--- src/sv/mpqt_pkg.sv ---
package mpqt_pkg;

    localparam int DEPTH_DEFAULT = 128;

    localparam logic KIND_PUSH = 1'b0;
    localparam logic KIND_POP  = 1'b1;

    localparam logic [1:0] STATUS_OK    = 2'd0;
    localparam logic [1:0] STATUS_FULL  = 2'd1;
    localparam logic [1:0] STATUS_EMPTY = 2'd2;

    typedef struct packed {
        logic signed [31:0] value;
        logic signed [15:0] prio;
    } entry_t;

    // broadcast from control to every cell
    typedef struct packed {
        logic   push;
        logic   pop;
        entry_t item;
    } cmd_t;

    typedef enum logic {
        ST_IDLE,
        ST_BUSY
    } state_t;

    // higher priority first, larger value breaks a tie
    function automatic logic ranks_above(entry_t a, entry_t b);
        logic result;
        if (a.prio != b.prio) begin
            result = (a.prio > b.prio);
        end else begin
            result = (a.value > b.value);
        end
        return result;
    endfunction

endpackage

--- src/sv/mpqt_cell.sv ---
module mpqt_cell #(
    parameter int INDEX = 0,
    parameter int CNT_W = 8
) (
    input  logic               aclk,
    input  mpqt_pkg::cmd_t     cmd_i,
    input  logic [CNT_W-1:0]   count_i,
    input  mpqt_pkg::entry_t   prev_entry_i,
    input  logic               prev_lower_i,
    input  mpqt_pkg::entry_t   next_entry_i,
    output mpqt_pkg::entry_t   entry_o,
    output logic               lower_o
);

    mpqt_pkg::entry_t entry_reg;
    mpqt_pkg::entry_t entry_next;
    logic             occupied;

    assign occupied = (count_i > CNT_W'(INDEX));
    // the new item belongs at or above this cell
    assign lower_o  = !occupied || mpqt_pkg::ranks_above(cmd_i.item, entry_reg);
    assign entry_o  = entry_reg;

    always_comb begin
        entry_next = entry_reg;
        if (cmd_i.pop) begin
            entry_next = next_entry_i;
        end else if (cmd_i.push && lower_o) begin
            if (prev_lower_i) begin
                entry_next = prev_entry_i;
            end else begin
                entry_next = cmd_i.item;
            end
        end
    end

    always_ff @(posedge aclk) begin
        entry_reg <= entry_next;
    end

endmodule

--- config.mk ---
export PLATFORM = sky130hd
export DESIGN_NAME = mpqt_cell
export DESIGN_NICKNAME = d
export VERILOG_FILES = /design/src/sv/mpqt_pkg.sv /design/src/sv/mpqt_cell.sv
export SDC_FILE = /design/constraint.sdc
export NUM_CORES = 1
export LEC_CHECK = 0
export BUFFER_PORTS_ARGS = -buffer_cell sky130_fd_sc_hd__buf_2
export CORE_ASPECT_RATIO = 0.8
export CORE_MARGIN = 8
export CORE_UTILIZATION = 35
export CTS_CLUSTER_SIZE = 8
export DETAILED_ROUTE_END_ITERATION = 10
export GPL_ROUTABILITY_DRIVEN = 0
export PLACE_DENSITY = 0.72
export SYNTH_ARGS = -nofsm -noshare
export SYNTH_HDL_FRONTEND = slang
export SYNTH_SLANG_ARGS = --single-unit
--- constraint.sdc ---
create_clock -name aclk -period 3.75 [get_ports aclk]
set_input_delay 0 -clock aclk [delete_from_list [all_inputs] [get_ports aclk]]
set_output_delay 0 -clock aclk [all_outputs]
set_load 0.005 [all_outputs]
Word-level counts from Yosys, hierarchy flattened
Index checks and enable logic that the tools add are counted.
{"block": "word_totals", "inputBits": 156, "out_inout_bits": 49, "word_cells": 14, "reg_bits": 48}
{"block": "op_classes", "n_mux": 4, "n_eq_ne": 1, "n_reduce_logical": 4, "n_lt_le_gt_ge": 3}
{"cell": "48-bit 2-to-1 mux", "count": 3}
{"cell": "32-bit greater-than comparator", "count": 1}
{"cell": "16-bit greater-than comparator", "count": 1}
{"cell": "16-bit != test", "count": 1}
{"cell": "8-bit by 1-bit greater-than comparator with 1-bit output (second input constant)", "count": 1}
{"cell": "2-bit nonzero test", "count": 1}
{"cell": "1-bit logical AND", "count": 1}
{"cell": "1-bit logical NOT", "count": 1}
{"cell": "1-bit logical OR", "count": 1}
{"cell": "1-bit 2-to-1 mux", "count": 1}

Depth between registers and ports, before layout
{"block": "logic_depth", "ltp_word": 6, "mapped_depth": 8, "ltp_nobuf": 8}

Worst setup path before layout
OpenSTA, ideal clock, no wires.
{"block": "synth_timing", "path_kind": "reg2reg", "from": "reg entry_reg (netlist bit entry_o[23])", "to": "reg entry_reg (netlist bit entry_o[0]), enable pin", "setup_ps": 424, "path_buffers": 0, "path_stages_with_launch": 9, "setup_slack_ps": 175, "t_arrival_ps": 3151, "period_less_slack_ps": 3575, "required_ps": 3326, "path_cell_list": "edfxtp_1 inv_1 ha_1 a21oi_1 o21ai_0 a221oi_1 o211ai_1 a311o_1 a41oi_2"}
{"block": "synth_between", "elab_chain_len": 5}
{"element": "from (decl)", "line_no": "mpqt_cell.sv:15", "text": "mpqt_pkg::entry_t entry_reg;"}
{"element": "from (signal assigned)", "line_no": "mpqt_cell.sv:38", "text": "entry_reg <= entry_next;"}
{"element": "32-bit greater-than comparator", "line_no": "mpqt_pkg.sv:35", "text": "result = (a.value > b.value);"}
{"element": "1-bit 2-to-1 mux", "line_no": "mpqt_pkg.sv:32", "text": "if (a.prio != b.prio) begin"}
{"element": "1-bit logical OR", "line_no": "mpqt_cell.sv:21", "text": "assign lower_o = !occupied || mpqt_pkg::ranks_above(cmd_i.item, entry_reg);"}
{"element": "1-bit logical AND", "line_no": "mpqt_cell.sv:28", "text": "end else if (cmd_i.push && lower_o) begin"}
{"element": "2-bit nonzero test (no source line)"}
Every way passes these cells.
A chain may end at the register's enable or synchronous reset.

Worst setup path after layout
{"block": "layout_timing", "from": "reg entry_reg (netlist bit entry_o[21])", "to": "reg entry_reg (netlist bit entry_o[1]), enable pin"}
Same word-level chain as after synthesis.

==> flow_metrics.py <==
metrics = {
    "detailed_routing": {
        "drtAntennaViolNets": 0,
        "avgRoutedWirePerCell_microns": 15.3,
        "routed_wl_mm": 11.5,
        "vias": 3549,
        "drtIter0Drc": 108,
        "vias_per_cell": 4.73,
        "firstDrtPassIters": 6,
        "drc_errors": 0,
    },
    "worst_hold_path": {
        "worstHoldPathCells": 3,
        "hold_path_class": "input pin to flop",
    },
    "sta": {
        "fmax_mhz": 339,
        "fin_crit_sh_pct": 78.7,
        "final.min_clock_period_ps": 2950,
        "rsz0062_at_grt": "no",
        "slew_headroom_pct": 29.3,
        "final_max_slew_viol_count": 0,
        "setup-tns-final_ps": 0,
        "worst_slew_pin_slew_ps": 1060,
        "finClkSkew_ps": 7.26,
        "setup_slack_ps": 797,
        "setup_viol": 0,
        "hold_viol_final": 0,
    },
    "setup_path": {
        "rrSetupSlack_ps": 800,
        "worstPathArrival_ps": 2880,
        "worstPathRequired_ps": 3680,
        "worstSetupPathType": "flop to flop",
        "setup.worst_path.start_class": "flop",
        "rr_worst_depth": 9,
        "critPathCaptureType": "flop",
        "path_max_fanout": 32,
    },
    "global_route": {
        "grt_pass1_wl_mm": 18.2,
        "antenna_found_initial": 0,
        "grt_max_degree": 75,
        "overflow": 0,
        "grt_pass1_vias": 3808,
        "grt_usage_pct": 15.5,
    },
    "cts": {
        "cts_buffers": 5,
        "cts_tree": "done",
        "cts_buffer_depth": 2,
        "cts-root-buf": "clkbuf_16",
        "htree_levels": 2,
        "clock-sinks": 48,
        "clock_latency_ps": 280,
        "post_cts_resized": 0,
        "clk_pin_slew_ps": 70,
    },
    "floorplan": {
        "die_y_microns": 109,
        "initial_core_util_pct": 35.2,
        "rows": 34,
        "ios": 205,
        "fp.coreArea_sq_um": 10700,
        "die_area_sq_um": 14300,
        "die_width_microns": 132,
    },
    "yosys": {
        "synth_area_sq_um": 3760,
        "ys.flop_type": "edfxtp_1",
        "synth_cell_types": 36,
        "synth_seq_area_share_pct": 38.3,
        "syn_nets": 600,
        "synth_edf_count": 48,
        "synth-seq-cells": 48,
        "async_reset_ff_share_pct": 0,
        "syn_avg_cell_area_sq_um": 9.49,
        "ys.warnings.count": 0,
        "syn_inst": 396,
    },
    "run": {
        "drv_cap": 0,
    },
    "power_and_ir_drop": {
        "power_density_nw_per_um2": 338,
        "vdd_drop_max_mv": 0.191,
        "p_leak_nw": 2.67,
    },
    "layout": {
        "diodes": 0,
        "drive_gt1_share_pct": 36.1,
        "nNetsFinal": 810,
        "stdcell_count": 751,
        "final_area_sq_um": 5190,
        "largest_register_ffs": 48,
        "area_growth_pct": 38.0,
        "fillers": 1042,
        "post-route-util_pct": 48.6,
    },
    "run_status": {
        "status": "finished, final reports clean",
    },
    "placement": {
        "portBuffers": 204,
        "hpwl_mm": 9.73,
        "pre_cts_ws_ps": 778,
        "dp.cells": 731,
        "placed_area_sq_um": 4930,
    },
}
power breakdown:
part           internal [W]  switching, W
combinational      0.000271      0.000316
clock              0.000246      0.000187
sequential         0.000696     0.0000361
total               0.00121      0.000539
cell usage in the layout, fill, tap and decap left out, types with 2 or more instances in the layout:
master and instances:
clkbuf_16 5, nand4_1 9, o21ai_0 52, ha_1 48, a31oi_1 2, edfxtp_1 48, nor2b_1 3, mux2i_1 48
nand3_1 4, or4_1 2, nor2_1 5, a21oi_1 18, buf_4 4, a21o_1 5, o211ai_1 3, nor3_1 3
buf_2 204, clkbuf_1 2, dlygate4sd3_1 12, nand2_1 61, inv_1 50
layout make-up:
| class | instances | area (sq um) | share of cell area (%) |
|---|---|---|---|
| sequential | 48 | 1440 | 27.8 |
| clock buffer | 7 | 133 | 2.56 |
| clock inverter | 1 | 3.75 | 0.0724 |
| inverter | 50 | 188 | 3.62 |
| tap | 144 | 180 | 3.47 |
| multi-input combinational | 281 | 2070 | 39.9 |
| timing repair buffer | 220 | 1170 | 22.6 |
cells in the mapped netlist, drive strengths merged (2+ instances only):
cell	count	area, sq um
a21o	5	37.5
a21oi	18	90.1
a31oi	2	12.5
buf	5	25.0
clkbuf	12	45.0
edfxtp	48	1440
ha	48	601
inv	50	188
mux2i	48	480
nand2	61	229
nand3	4	20.0
nand4	10	68.8
nor2	5	18.8
nor2b	3	18.8
nor3	3	15.0
o211ai	4	35.0
o21ai	52	260
or4	3	26.3
through the flow:
stage               hold slack [ps]  power, W
finish                        0.624   0.00175
global route                   15.3   0.00187
CTS                           0.618   0.00178
detailed placement              287   0.00133
global placement                282   0.00131
floorplan                       187   0.00105
worst paths after layout:
check | start | end
setup reg to reg | entry_o[21]$_DFFE_PP_ | entry_o[1]$_DFFE_PP_
setup / recovery | entry_o[21]$_DFFE_PP_ | entry_o[1]$_DFFE_PP_
hold / removal | next_entry_i[25] | entry_o[25]$_DFFE_PP_
hold reg to reg | entry_o[47]$_DFFE_PP_ | entry_o[33]$_DFFE_PP_
critical path: stages, from the launching register on:
cell      delay, ps
edfxtp_1        410
inv_1            70
ha_1            230
a21oi_1         150
o21ai_0         130
a221oi_1        420
o211ai_1        130
a311o_1         370
a41oi_4         230
buf_4           430
logic make-up after synthesis:
logic type | after synthesis | synth area share [%]
buffers and inverters | 67 | 6.86
multiplexers | 48 | 12.8
flip-flops | 48 | 38.3
adder cells (fa/ha/maj) | 48 | 16.0
AND/OR/NAND/NOR | 93 | 11.5
AO/OA/AOI/OAI | 92 | 14.5
layer usage:
layer / routed length (microns) / share of wire, % / GRT usage, % / up-vias
li1: - / - / - / 1848
met1: 5070 / 44 / 18.3 / 1576
met2: 5550 / 48 / 27.3 / 121
met3: 825 / 7.2 / 4.93 / 4
met4: 60 / 0.52 / 3.03 / 0
met5: 0 / 0 / 0 / -
what timing repair did:
action                    CTS  global route
hold endpoints to repair   12             0
hold buffers               12             0
buffers inserted            0             0
(Power assumes the default switching activity.)
